`src/rtl/elsa_pkg.sv`:
```
`timescale 1ns / 1ps
// ----------------------------------------------------------------------------
// elsa_pkg: shared definitions for the evacuation LED strip animator
// Defaults, color constants, breathing sine table and the frame record.
// ----------------------------------------------------------------------------
package elsa_pkg;

  localparam int NUM_PIXELS_DEF    = 15;
  localparam int BREATH_PERIOD_DEF = 42;
  localparam int SINE_LEN          = 42;

  // breathing scale factors and offsets
  localparam logic [7:0] BLUE_SCALE    = 8'd200;
  localparam logic [7:0] BLUE_OFFSET   = 8'd20;
  localparam logic [7:0] ORANGE_R_SCALE  = 8'd200;
  localparam logic [7:0] ORANGE_R_OFFSET = 8'd30;
  localparam logic [7:0] ORANGE_G_SCALE  = 8'd100;
  localparam logic [7:0] ORANGE_G_OFFSET = 8'd10;

  localparam logic [7:0] FULL        = 8'd255;
  localparam logic [7:0] ORANGE_G    = 8'd165;
  localparam logic [7:0] CHASE_STEP  = 8'd80;

  // Q0.8 levels, round(128 + 128*sin(2*pi*k/42)) capped at 255
  localparam logic [7:0] SINE_ROM [SINE_LEN] = '{
    8'd128, 8'd147, 8'd166, 8'd184, 8'd200, 8'd215, 8'd228, 8'd239, 8'd247, 8'd253, 8'd255,
    8'd255, 8'd253, 8'd247, 8'd239, 8'd228, 8'd215, 8'd200, 8'd184, 8'd166, 8'd147,
    8'd128, 8'd109, 8'd90,  8'd72,  8'd56,  8'd41,  8'd28,  8'd17,  8'd9,   8'd3,   8'd0,
    8'd0,   8'd3,   8'd9,   8'd17,  8'd28,  8'd41,  8'd56,  8'd72,  8'd90,  8'd109
  };

  typedef struct packed {
    logic [7:0] r;
    logic [7:0] g;
    logic [7:0] b;
  } rgb_t;

  // everything the pixel generator needs for one frame (position kept apart,
  // its width follows NUM_PIXELS)
  typedef struct packed {
    rgb_t lamp;
    rgb_t strip;
    logic chase;
    logic forward;
  } frame_t;

endpackage

```
`src/rtl/evacuation_led_strip_animator.sv`:
```
`timescale 1ns / 1ps
// ----------------------------------------------------------------------------
// evacuation_led_strip_animator: status lamp and strip animation per tick
// Takes one status tick, updates blink, breathing and chase state, and
// streams one RGB color per pixel, pixel 0 first.
// ----------------------------------------------------------------------------
//
//  channel | dir | fields (tdata low bit up)                         | tlast
//  --------+-----+---------------------------------------------------+-------------
//  s_      | in  | calibrating, emergency, has_route,                | -
//          |     | potential_positive, node_id, next_hop,            |
//          |     | target_neighbor, neighbor_next_hop, 4 zero bits   |
//  m_      | out | pixel_index, red, green, blue, 4 zero bits        | last pixel
//
//  Rate: one tick yields NUM_PIXELS transfers, one per cycle while m_tready is high
//  or the output is empty; the pixel counter of the frame register steps them.
//  The next tick is taken in the cycle the last pixel of the current frame
//  moves into the output register, so frames run back to back.
//  Reset (rst, synchronous): chase head at 1, blink off, breathing phase 0,
//  no frame pending, output empty.
//  Stalls: m_tready low holds the output register and freezes the pixel
//  counter; s_tready stays low until the current frame is nearly done.
//
module evacuation_led_strip_animator
  import elsa_pkg::*;
#(
  parameter int NUM_PIXELS    = NUM_PIXELS_DEF,
  parameter int BREATH_PERIOD = BREATH_PERIOD_DEF
) (
  input  logic        clk,
  input  logic        rst,
  input  logic        s_tvalid,
  output logic        s_tready,
  // [0] calibrating, [1] emergency, [2] has_route, [3] potential_positive,
  // [11:4] node_id, [19:12] next_hop, [27:20] target_neighbor,
  // [35:28] neighbor_next_hop, [39:36] zero
  input  logic [39:0] s_tdata,
  output logic        m_tvalid,
  input  logic        m_tready,
  // [3:0] pixel_index, [11:4] red, [19:12] green, [27:20] blue, [31:28] zero
  output logic [31:0] m_tdata,
  output logic        m_tlast
);

  localparam int PIX_W   = $clog2(NUM_PIXELS);
  localparam int CNT_W   = (PIX_W > 4) ? PIX_W : 4;
  localparam int PHASE_W = $clog2(BREATH_PERIOD);

  localparam logic [CNT_W-1:0]   RING     = CNT_W'(NUM_PIXELS - 1);
  localparam logic [CNT_W-1:0]   LAST_IDX = CNT_W'(NUM_PIXELS - 1);
  localparam logic [PHASE_W-1:0] PH_LAST  = PHASE_W'(BREATH_PERIOD - 1);

  // input fields
  logic       calibrating, emergency, has_route, potential_positive;
  logic [7:0] node_id, next_hop, target_neighbor, neighbor_next_hop;

  assign calibrating        = s_tdata[0];
  assign emergency          = s_tdata[1];
  assign has_route          = s_tdata[2];
  assign potential_positive = s_tdata[3];
  assign node_id            = s_tdata[11:4];
  assign next_hop           = s_tdata[19:12];
  assign target_neighbor    = s_tdata[27:20];
  assign neighbor_next_hop  = s_tdata[35:28];

  // animation state
  logic               blink_on, blink_on_next;
  logic [PHASE_W-1:0] breath_phase, breath_phase_next;
  logic [CNT_W-1:0]   chase_position, chase_position_next;

  // frame register and pixel counter
  frame_t           frame, frame_next;
  logic [CNT_W-1:0] frame_pos;
  logic             frame_valid;
  logic [CNT_W-1:0] cnt;

  logic s_xfer, out_load, frame_end;

  assign s_xfer    = s_tvalid && s_tready;
  assign out_load  = frame_valid && (!m_tvalid || m_tready);
  assign frame_end = out_load && (cnt == LAST_IDX);
  assign s_tready  = !frame_valid || frame_end;

  // breathing level per phase, index math folded at elaboration
  logic [7:0] level_tab [BREATH_PERIOD];

  for (genvar g = 0; g < BREATH_PERIOD; g++) begin : g_level
    localparam int K = ((g * SINE_LEN) / BREATH_PERIOD) % SINE_LEN;
    assign level_tab[g] = SINE_ROM[K];
  end

  logic [7:0]  level;
  logic [15:0] prod_b, prod_r, prod_g;

  assign blink_on_next     = ~blink_on;
  assign breath_phase_next = (breath_phase == PH_LAST) ? '0 : breath_phase + 1'b1;
  assign level             = level_tab[breath_phase_next];
  assign prod_b            = 16'(level) * 16'(BLUE_SCALE);
  assign prod_r            = 16'(level) * 16'(ORANGE_R_SCALE);
  assign prod_g            = 16'(level) * 16'(ORANGE_G_SCALE);

  // per-tick decisions
  always_comb begin
    frame_next = '0;

    // status lamp, priority: calibrating, emergency, route, no route
    if (calibrating) begin
      frame_next.lamp.b = FULL;
    end else if (emergency) begin
      frame_next.lamp.r = blink_on_next ? FULL : 8'd0;
    end else if (has_route) begin
      frame_next.lamp.r = potential_positive ? FULL : 8'd0;
      frame_next.lamp.g = FULL;
    end else begin
      frame_next.lamp.r = FULL;
      frame_next.lamp.g = ORANGE_G;
    end

    // strip
    if (calibrating) begin
      frame_next.strip.b = prod_b[15:8] + BLUE_OFFSET;
    end else if (emergency) begin
      frame_next.strip.r = blink_on_next ? FULL : 8'd0;
    end else if (!has_route) begin
      frame_next.strip.r = prod_r[15:8] + ORANGE_R_OFFSET;
      frame_next.strip.g = prod_g[15:8] + ORANGE_G_OFFSET;
    end else if (node_id == 8'd0) begin
      frame_next.strip.g = FULL;           // exit node
    end else if (next_hop == target_neighbor) begin
      frame_next.chase   = 1'b1;
      frame_next.forward = 1'b1;
    end else if (neighbor_next_hop == node_id) begin
      frame_next.chase   = 1'b1;
      frame_next.forward = 1'b0;
    end
  end

  // head moves on the ring 1..NUM_PIXELS-1, holds without a chase
  always_comb begin
    chase_position_next = chase_position;
    if (frame_next.chase) begin
      if (frame_next.forward) begin
        chase_position_next = (chase_position == RING) ? CNT_W'(1) : chase_position + 1'b1;
      end else begin
        chase_position_next = (chase_position == CNT_W'(1)) ? RING : chase_position - 1'b1;
      end
    end
  end

  // pixel generator
  rgb_t             pix;
  logic [CNT_W-1:0] tail_dist;

  always_comb begin
    if (frame.forward) begin
      tail_dist = (frame_pos >= cnt) ? frame_pos - cnt : frame_pos + RING - cnt;
    end else begin
      tail_dist = (cnt >= frame_pos) ? cnt - frame_pos : cnt + RING - frame_pos;
    end

    if (cnt == '0) begin
      pix = frame.lamp;
    end else if (frame.chase) begin
      pix = '0;
      if (tail_dist == CNT_W'(0)) begin
        pix.g = FULL;
      end else if (tail_dist == CNT_W'(1)) begin
        pix.g = FULL - CHASE_STEP;
      end else if (tail_dist == CNT_W'(2)) begin
        pix.g = FULL - CHASE_STEP - CHASE_STEP;
      end
    end else begin
      pix = frame.strip;
    end
  end

  // control
  always_ff @(posedge clk) begin
    if (rst) begin
      blink_on       <= 1'b0;
      breath_phase   <= '0;
      chase_position <= CNT_W'(1);
      frame_valid    <= 1'b0;
      cnt            <= '0;
      m_tvalid       <= 1'b0;
    end else begin
      if (s_xfer) begin
        blink_on       <= blink_on_next;
        breath_phase   <= breath_phase_next;
        chase_position <= chase_position_next;
        frame_valid    <= 1'b1;
        cnt            <= '0;
      end else if (frame_end) begin
        frame_valid <= 1'b0;
      end else if (out_load) begin
        cnt <= cnt + 1'b1;
      end

      if (out_load) begin
        m_tvalid <= 1'b1;
      end else if (m_tready) begin
        m_tvalid <= 1'b0;
      end
    end
  end

  // payload
  always_ff @(posedge clk) begin
    if (s_xfer) begin
      frame     <= frame_next;
      frame_pos <= chase_position_next;
    end
    if (out_load) begin
      m_tdata <= {4'd0, pix.b, pix.g, pix.r, cnt[3:0]};
      m_tlast <= (cnt == LAST_IDX);
    end
  end

  // checks
  a_accept_starts_frame : assert property (@(posedge clk) disable iff (rst)
    s_xfer |=> frame_valid && (cnt == '0))
    else $error("accepted tick did not start a frame at pixel 0");

  a_ready_only_at_end : assert property (@(posedge clk) disable iff (rst)
    (s_tready && frame_valid) |-> (out_load && (cnt == LAST_IDX)))
    else $error("tick taken while a frame is still in progress");

  a_head_on_ring : assert property (@(posedge clk) disable iff (rst)
    (chase_position >= CNT_W'(1)) && (chase_position <= RING))
    else $error("chase head left the ring");

  a_frame_head_on_ring : assert property (@(posedge clk) disable iff (rst)
    frame_valid |-> (frame_pos >= CNT_W'(1)) && (frame_pos <= RING))
    else $error("frame chase head left the ring");

  a_count_bound : assert property (@(posedge clk) disable iff (rst)
    frame_valid |-> (cnt <= LAST_IDX))
    else $error("pixel counter past the last pixel");

endmodule
```
`config.mk`:
```
export PLATFORM = sky130hd
export DESIGN_NAME = evacuation_led_strip_animator
export DESIGN_NICKNAME = d
export VERILOG_FILES = /design/src/rtl/elsa_pkg.sv /design/src/rtl/evacuation_led_strip_animator.sv
export SDC_FILE = /design/constraint.sdc
export NUM_CORES = 1
export LEC_CHECK = 0
export BUFFER_PORTS_ARGS = -buffer_cell sky130_fd_sc_hd__buf_2
export CAP_MARGIN = 5
export CORE_MARGIN = 3
export CORE_UTILIZATION = 40
export DETAILED_ROUTE_END_ITERATION = 10
export SLEW_MARGIN = 30
export SYNTH_ARGS = -nofsm -noshare
export SYNTH_HDL_FRONTEND = slang
export SYNTH_SLANG_ARGS = --single-unit
```
`constraint.sdc`:
```
create_clock -name clk -period 8.72 [get_ports clk]
set_input_delay 0.436 -clock clk [delete_from_list [all_inputs] [get_ports clk]]
set_output_delay 0.436 -clock clk [all_outputs]
set_load 0.02 [all_outputs]
```
==> results by group, run 1 <==
Timing
  – RSZ-0062 raised after global routing: no
  – Final TNS setup: 0 ns
  – Final Cycle Share: 84.56%
  – Peak Freq: 135.6 MHz
  – Worst slew margin: 42.86%
  – Final hold slack: 0.3465 ns
  – Min Tclk post-route: 7.374 ns
  – Actual slew at the worst max-slew pin: 0.8571 ns
  – Clock Skews: 0.005512 ns
  – Endpoints failing hold: 0
  – Max-slew violation count: 0
  – Final setup vio count: 0

Pwr
  – Sw Pwr: 836.0 µW
  – Seq pwr share: 26.6%
  – Peak VDD IR: 0.0001737 V
  – Cell-internal power: 1.105 mW
  – Standby leakage power: 2.878 nW
  – PwrDens: 285.6 mW/mm²
  – Clock power share: 17.6%
  – Logic pwr share: 55.8%
  – Sw Share: 43.07%

Run
  – Max cap viols: 0

Floorplan
  – Initial core utilization: 41.22%
  – IO Pins: 79
  – Die height: 129.1 µm
  – Cell Rows: 44
  – Core footprint: 0.01470 mm²
  – Die area: 0.01666 mm²
  – Chip width: 129.1 µm

Clock network
  – Clk Latency, worst-skew pair: 0.33 ns
  – Post-CTS Hold Buffers: 0
  – Clk slew on worst S/H paths: 0.06 ns
  – H-tree levels: 3
  – CTS tree: done
  – CTS Sinks: 80
  – Root Buffer Master: clkbuf_16
  – Max clock buf depth: 2
  – Post-CTS Setup Inserts: 0
  – Post-CTS Resized: 0
  – Number of CTS-inserted buffers: 9

Worst setup path
  – WP depth: 25
  – Nature of the critical path endpoint: register
  – Kind of critical path: reg -> reg
  – CP max stage delay: 0.61 ns
  – WP data required: 8.78 ns
  – Crit Reg-Reg Startpoint: breath_phase[1]
  – Family with the most delay on the worst path: compound AO/OA/AOI/OAI gates
  – Top cell by count, worst path: ha_1
  – Kind of start point of the critical path: register
  – CP bufs+invs: 3
  – Reg2Reg Depth: 25
  – FF-to-FF End: frame[24]
  – Flop2flop setup slack: 1.35 ns
  – Worst-path maximum fanout: 10
  – Data arrival, critical path: 7.43 ns
  – Critical-path top delay cell: a211oi_1

Global routing
  – Met1 Resource Use GR: 22.42%
  – Total grt overflow: 0
  – First-pass GRT wire length: 22890 µm
  – GRT met2 Usage: 28.84%
  – Initial antenna violation count: 0
  – GRT Util Overall: 16.74%
  – Busiest grt layer: met2
  – Vias in the first global route: 4701
  – Met3 Track Usage GR: 1.937%
  – Largest net degree at the start of global routing: 48

Logic synthesis
  – Synth Warn #: 0
  – Syn_area_per_cell: 9.439 µm²
  – Cell Area, Synth: 0.006060 mm²
  – Async set-reset flop share out of synthesis: 0%
  – Sequential area share after synthesis: 36.84%
  – Area share of the largest cell type after synthesis: 31.22%
  – Area contributors post-synth: edfxtp_1 31%, ha_1 12%, dfxtp_1 5.6%, a21oi_1 4.5%, xor2_1 3.2%
  – Unique masters post-synth: 75
  – Post-synthesis register bit count: 80
  – Synth area leader: edfxtp_1
  – Post-synth EDFFs: 63
  – Post-Synthesis Cells: 642
  – Top_reg_cell synth: edfxtp_1

Place
  – Port Buffers: 70
  – Routability cong.: 0.8821
  – HPWL Detailed: 10740 µm
  – Dpl cells: 871

Final layout
  – Commonest non-fill, non-tap cell in the layout: buf_2
  – Synthesis-to-finish area growth: 12.18%
  – Layout cell share with drive strength beyond 1: 15.24%
  – Non-filler cells, final: 886
  – End-of-flow core utilization: 46.25%
  – Post-layout nets: 809
  – Filler cell count: 1384
  – # diodes: 0
  – Most frequent cells in the layout: 70 x buf_2, 63 x edfxtp_1, 60 x ha_1

Drt
  – DRT Pass-1 Iters: 4
  – Antenna Nets Post-Route: 0
  – Initial drt markers: 343
  – Drt total wl: 13820 µm
  – Vias: 4927
  – Routed wire per std cell: 15.59 µm
  – Via/cell ratio: 5.561
  – DRC: 0

Hold path
  – Hold path cells: 3
  – HP Start: s_tvalid
  – Worst Hold End: frame_valid
  – Worst hold path type: in -> reg

Run status
  – Status: finished, final reports clean
synth_stat cells (3+ instances only):
library cell	instances
fa_1	7
nor2_1	46
o211ai_1	5
o21a_1	5
nand4b_1	3
nand4_1	6
a21oi_1	55
o31ai_1	6
inv_1	48
a21boi_0	4
nor4_1	7
ha_1	60
nand2b_1	17
o21ai_0	26
nor3_1	16
xor2_1	22
clkbuf_1	17
a211oi_1	12
mux2i_1	5
buf_2	5
nor2b_1	5
buf_4	4
xnor2_1	19
and2_1	7
a21o_1	20
mux2_2	3
or3_1	7
nor3b_1	3
dfxtp_1	17
nand2_1	41
a31oi_1	5
buf_1	4
nand3_1	19
edfxtp_1	63
per-layer routing:
metal / part of all wire [%] / wire length [µm]
met5: 0 / 0
met4: 1.2 / 172
met3: 3.7 / 511
met2: 49 / 6795
met1: 46 / 6337
sequential cells by signal (all words and copies together) (netlist names):
signal,cells
m_tlast,1
frame,30
m_tvalid,1
blink_on,1
cnt,4
m_tdata,28
frame_valid,1
breath_phase,6
chase_position,4
frame_pos,4
power groups by stage:
stage | sequential [mW] | combinational, mW | clock, mW
floorplan | 0.532 | 0.808 | 0
global placement | 0.523 | 1.03 | 0
detailed placement | 0.525 | 1.06 | 0
CTS | 0.517 | 1.07 | 0.350
global route | 0.522 | 1.21 | 0.364
finish | 0.516 | 1.08 | 0.342
per-stage QoR:
step	instance area (µm²)	setup slack, ns	total power [mW]
6_report	6798	1.346	1.941
5_1_grt	6798	0.6916	2.095
4_1_cts	6795	1.356	1.933
3_5_place_dp	6525	1.399	1.582
3_3_place_gp	6525	1.542	1.557
2_1_floorplan	6071	2.400	1.339
how the worst max path moves through the flow:
| stage | from | endpoint | slack [ns] |
|---|---|---|---|
| after global routing | breath_phase[1] | frame[24] | 0.69 |
| final | breath_phase[1] | frame[24] | 1.35 |
| after floorplan | breath_phase[0] | frame[24] | 2.40 |
| after CTS | breath_phase[1] | frame[24] | 1.36 |
| after detailed placement | breath_phase[1] | frame[24] | 1.40 |
| after global placement | breath_phase[1] | frame[24] | 1.54 |
cell type report:
cell class | instances | area (µm²) | share of cell area [%]
Multi-Input combinational cell | 484 | 3488 | 51.32
Inverter | 49 | 196.4 | 2.890
Tap cell | 184 | 230.2 | 3.387
Clock inverter | 6 | 45.04 | 0.6626
Timing Repair Buffer | 74 | 380.4 | 5.595
Sequential cell | 80 | 2232 | 32.84
Clock buffer | 9 | 225.2 | 3.313
worst reg2reg max path, cell delays in order, from the launching register on:
cell	delay, ns
dfxtp_1	0.41
inv_1	0.15
ha_1	0.22
nand4b_1	0.25
o21ai_0	0.58
ha_1	0.34
o21ai_0	0.10
a2111o_1	0.42
a21oi_1	0.19
o32a_1	0.30
inv_1	0.17
ha_1	0.33
ha_1	0.32
fa_1	0.46
ha_1	0.41
a21o_1	0.29
a211oi_1	0.09
a21oi_1	0.11
o311ai_0	0.20
a211oi_1	0.61
inv_1	0.19
ha_1	0.24
a21boi_0	0.27
a41oi_1	0.20
xnor2_1	0.18
a21oi_1	0.09
logic make-up (layout without fill, tap and decap cells):
logic type | count (synthesis) | after routing | share of synthesized area (%)
multiplexers | 8 | 8 | 1.383
AND/OR/NAND/NOR | 191 | 191 | 16.19
flip-flops | 80 | 80 | 36.84
AO/OA/AOI/OAI | 173 | 173 | 19.08
XOR/XNOR | 41 | 41 | 5.926
buffers and inverters | 81 | 138 | 5.823
adder cells (fa/ha/maj) | 67 | 67 | 14.70
other | 1 | 4 | 0.06189
Power figures use the tool's default switching activity.
==> inputs of run 2 (changes only) <==
--- a/config.mk
+++ b/config.mk
@@ -5,6 +5,7 @@
 export SDC_FILE = /design/constraint.sdc
 export NUM_CORES = 1
 export LEC_CHECK = 0
+export ABC_AREA = 1
 export BUFFER_PORTS_ARGS = -buffer_cell sky130_fd_sc_hd__buf_2
 export CAP_MARGIN = 5
 export CORE_MARGIN = 3
==> constraint.sdc (replaced) <==
create_clock -name clk -period 6.5 [get_ports clk]
set_input_delay 0.325 -clock clk [delete_from_list [all_inputs] [get_ports clk]]
set_output_delay 0.325 -clock clk [all_outputs]
set_load 0.02 [all_outputs]
==> run 2 against run 1 <==
Net effect:
- sequential cell count did not move
- worst setup slack got worse by 0.71 ns
- cell count rose by 6.8%
- area after synthesis fell by 3.8%
- largest power group unchanged
- maximum frequency rose by 26%
- utilization rose by 1.1 points
- first-iteration DRC count fell by 19%
- clock power rose by 46%
- highest routed layer unchanged
==> results by group, run 2 <==
Run status
  – Status: finished, final reports clean

Worst setup path
  – Kind of critical path: reg -> reg
  – Worst-path maximum fanout: 9 (-1)
  – Top cell by count, worst path: nand2_1
  – Reg2Reg Depth: 31 (+24%)
  – CP max stage delay: 0.53 ns (-0.08 ns)
  – Nature of the critical path endpoint: register
  – Data arrival, critical path: 5.96 ns (-1.47 ns)
  – Critical-path top delay cell: xor2_1
  – Kind of start point of the critical path: register
  – WP data required: 6.59 ns (-2.19 ns)

Place
  – Routability cong.: 0.9070 (+2.8%)
  – Cell Area, Placed: 0.006352 mm² (-2.6%)
  – Port Buffers: 70 (unchanged)
  – Dpl cells: 930 (+6.8%)
  – HPWL Detailed: 9665 µm (-10%)

Clock network
  – Clk Latency, worst-skew pair: 0.33 ns (about the same)
  – Max clock buf depth: 2 (unchanged)
  – CTS tree: done
  – Post-CTS Hold Buffers: 0 (unchanged)
  – CTS Sinks: 80 (unchanged)
  – Post-CTS Resized: 0 (unchanged)
  – Post-CTS Setup Inserts: 0 (unchanged)
  – Root Buffer Master: clkbuf_16
  – H-tree levels: 3 (unchanged)
  – Number of CTS-inserted buffers: 9 (unchanged)
  – Clk slew on worst S/H paths: 0.06 ns (about the same)

Final layout
  – Non-filler cells, final: 946 (+6.8%)
  – Top flop regs: frame (30), m_tdata (28), breath_phase (6)
  – # diodes: 0 (unchanged)
  – Most frequent cells in the layout: 125 x nand2_1, 114 x inv_1, 70 x buf_2
  – Post-layout nets: 872 (+7.8%)
  – Filler cell count: 1329 (-4.0%)
  – Commonest non-fill, non-tap cell in the layout: nand2_1
  – Post-route design area: 0.006649 mm² (-2.2%)
  – Largest register FFs: 30 (unchanged)
  – Largest Register: frame
  – Synthesis-to-finish area growth: 14.03%
  – Layout cell share with drive strength beyond 1: 16.32% (+1.1 points)

Global routing
  – GRT Util Overall: 15.67% (-1.1 points)
  – Largest net degree at the start of global routing: 37 (-23%)
  – Initial antenna violation count: 0 (unchanged)
  – Total grt overflow: 0 (unchanged)
  – First-pass GRT wire length: 20890 µm (-8.7%)
  – Vias in the first global route: 4418 (-6.0%)

Drt
  – DRC: 0 (unchanged)
  – Vias: 4692 (-4.8%)
  – DRT Pass-1 Iters: 5 (+1)
  – Initial drt markers: 277 (-19%)
  – Drt total wl: 12240 µm (-11%)
  – Antenna Nets Post-Route: 0 (unchanged)
  – Uppermost layer routed: met4
  – Via/cell ratio: 4.960 (-11%)
  – Routed wire per std cell: 12.93 µm (-17%)
  – Met1 WL: 5499 µm (-13%)
  – Routed wl met2: 5935 µm (-13%)
  – Metal3 WL: 551 µm (+7.8%)

Logic synthesis
  – Post-synthesis register bit count: 80 (unchanged)
  – Post-synth EDFFs: 63 (unchanged)
  – Most instantiated library cell after synthesis: nand2_1
  – Area share of the largest cell type after synthesis: 32.45% (+1.2 points)
  – Most frequent cells after synthesis: 125 x nand2_1, 114 x inv_1, 63 x edfxtp_1
  – Area contributors post-synth: edfxtp_1 32%, ha_1 13%, nand2_1 8.0%, inv_1 7.3%, dfxtp_1 5.8%
  – Post-Synthesis Cells: 689 (+7.3%)
  – Unique masters post-synth: 47 (-37%)
  – Synth Warn #: 0 (unchanged)
  – Async set-reset flop share out of synthesis: 0% (unchanged)
  – Top_reg_cell synth: edfxtp_1
  – Synth area leader: edfxtp_1
  – Sequential area share after synthesis: 38.28% (+1.4 points)
  – Cell Area, Synth: 0.005831 mm² (-3.8%)
  – Syn_area_per_cell: 8.462 µm² (-10%)

Floorplan
  – Initial core utilization: 41.52% (+0.30 points)
  – IO Pins: 79 (unchanged)
  – Cell Rows: 43 (-2.3%)
  – Core footprint: 0.01404 mm² (-4.5%)
  – Die height: 126.7 µm (-1.8%)
  – Die area: 0.01606 mm² (-3.6%)
  – Chip width: 126.7 µm (-1.8%)

Pwr
  – Cell-internal power: 1.151 mW (+4.2%)
  – Seq pwr share: 35.6% (+9.0 points)
  – Sw Share: 35.89% (-7.2 points)
  – Peak VDD IR: 0.0001316 V (-24%)
  – PwrDens: 270.1 mW/mm² (-5.4%)
  – Logic pwr share: 36.5% (-19 points)
  – Sw Pwr: 644.4 µW (-23%)
  – Standby leakage power: 3.159 nW (+9.8%)
  – Clock power share: 27.9% (+10 points)
  – Final total power: 1.796 mW (-7.5%)

Timing
  – Final setup vio count: 0 (unchanged)
  – Min Tclk post-route: 5.868 ns (-1.506 ns)
  – Actual slew at the worst max-slew pin: 0.7799 ns (-0.07722 ns)
  – Endpoints failing hold: 0 (unchanged)
  – Final TNS setup: 0 ns (unchanged)
  – RSZ-0062 raised after global routing: no
  – Final Cycle Share: 90.28% (+5.7 points)
  – Worst slew margin: 48.01% (+5.1 points)
  – Clock Skews: 0.006578 ns (+0.001066 ns)
  – Max-slew violation count: 0 (unchanged)
  – Peak Freq: 170.4 MHz (+26%)

Hold path
  – Hold path cells: 2 (-1)
  – Worst hold path type: in -> reg

Run
  – Max cap viols: 0 (unchanged)
-- run 2: cell count changes in the layout (fill, tap and decap cells not counted), moves of 8 or more --
| cell | delta |
|---|---|
| a211oi_1 | -9 |
| a21o_1 | -20 |
| a21oi_1 | -31 |
| inv_1 | +66 |
| nand2_1 | +84 |
| nand2b_1 | -17 |
| nand3_1 | +19 |
| nor2_1 | +8 |
| nor3_1 | -13 |
| o21ai_0 | +13 |
| o31ai_1 | +11 |
-- run 2: path summary, 6_finish.rpt --
| kind | start | end | slack, ns |
|---|---|---|---|
| worst min register to register | cnt[3] | m_tdata[3] | 0.51 |
| worst max-delay path | breath_phase[1] | frame[25] | 0.63 |
| worst min-delay path | rst | m_tvalid | 0.23 |
| worst max register to register | breath_phase[1] | frame[25] | 0.63 |
-- run 2: per-layer routing --
| layer | up-vias | global-route usage [%] |
|---|---|---|
| met5 | - | 0 |
| met4 | 0 | 5.552 |
| met3 | 20 | 2.526 |
| met2 | 120 | 25.93 |
| met1 | 2126 | 20.81 |
| li1 | 2426 | - |
-- run 2: cells by family after synthesis --
group / synth area share (%)
xor gates and xnor gates: 4.507
adders and majority gates: 15.28
other: 0.06432
and+or+nand+nor: 20.58
AOI/OAI and AO/OA: 11.82
DFF: 38.28
buffers and inverters: 9.464
-- run 2: power by group through the flow --
stage | combinational [mW] | sequential, mW | clock, mW
after floorplan | 0.485 | 0.662 | 0
after global placement | 0.643 | 0.648 | 0
after detailed placement | 0.655 | 0.650 | 0
after CTS | 0.660 | 0.639 | 0.508
after global routing | 0.760 | 0.644 | 0.535
final | 0.656 | 0.639 | 0.501
-- run 2: per-stage QoR --
stage                     utilization, %  setup slack (ns)  hold slack [ns]
after floorplan                        -             1.386           0.3941
after detailed placement           45.24            0.6822           0.5037
after global placement             45.24            0.7761           0.4885
final                              47.35            0.6321           0.2327
after CTS                          47.35            0.6581           0.2381
after global routing               47.35           0.08661           0.2531
-- run 2: critical path: cells and delay by family, from the launching register on --
kind            cells  cell delay [ns]
fa+ha+maj           6             2.01
compound gates      6             1.21
simple gates       11             0.99
xor+xnor            1             0.53
buf+inv             7             0.44
flops               1             0.41
-- run 2: final cells by class --
| cell class | count | area [µm²] | area share (%) |
|---|---|---|---|
| clock buffers | 9 | 225.2 | 3.387 |
| clock inverters | 7 | 71.32 | 1.073 |
| inverters | 122 | 457.9 | 6.887 |
| multi-input cells | 475 | 3064 | 46.09 |
| flip-flops and latches | 80 | 2232 | 33.57 |
| well taps | 180 | 225.2 | 3.387 |
| repair buffers | 73 | 372.9 | 5.608 |
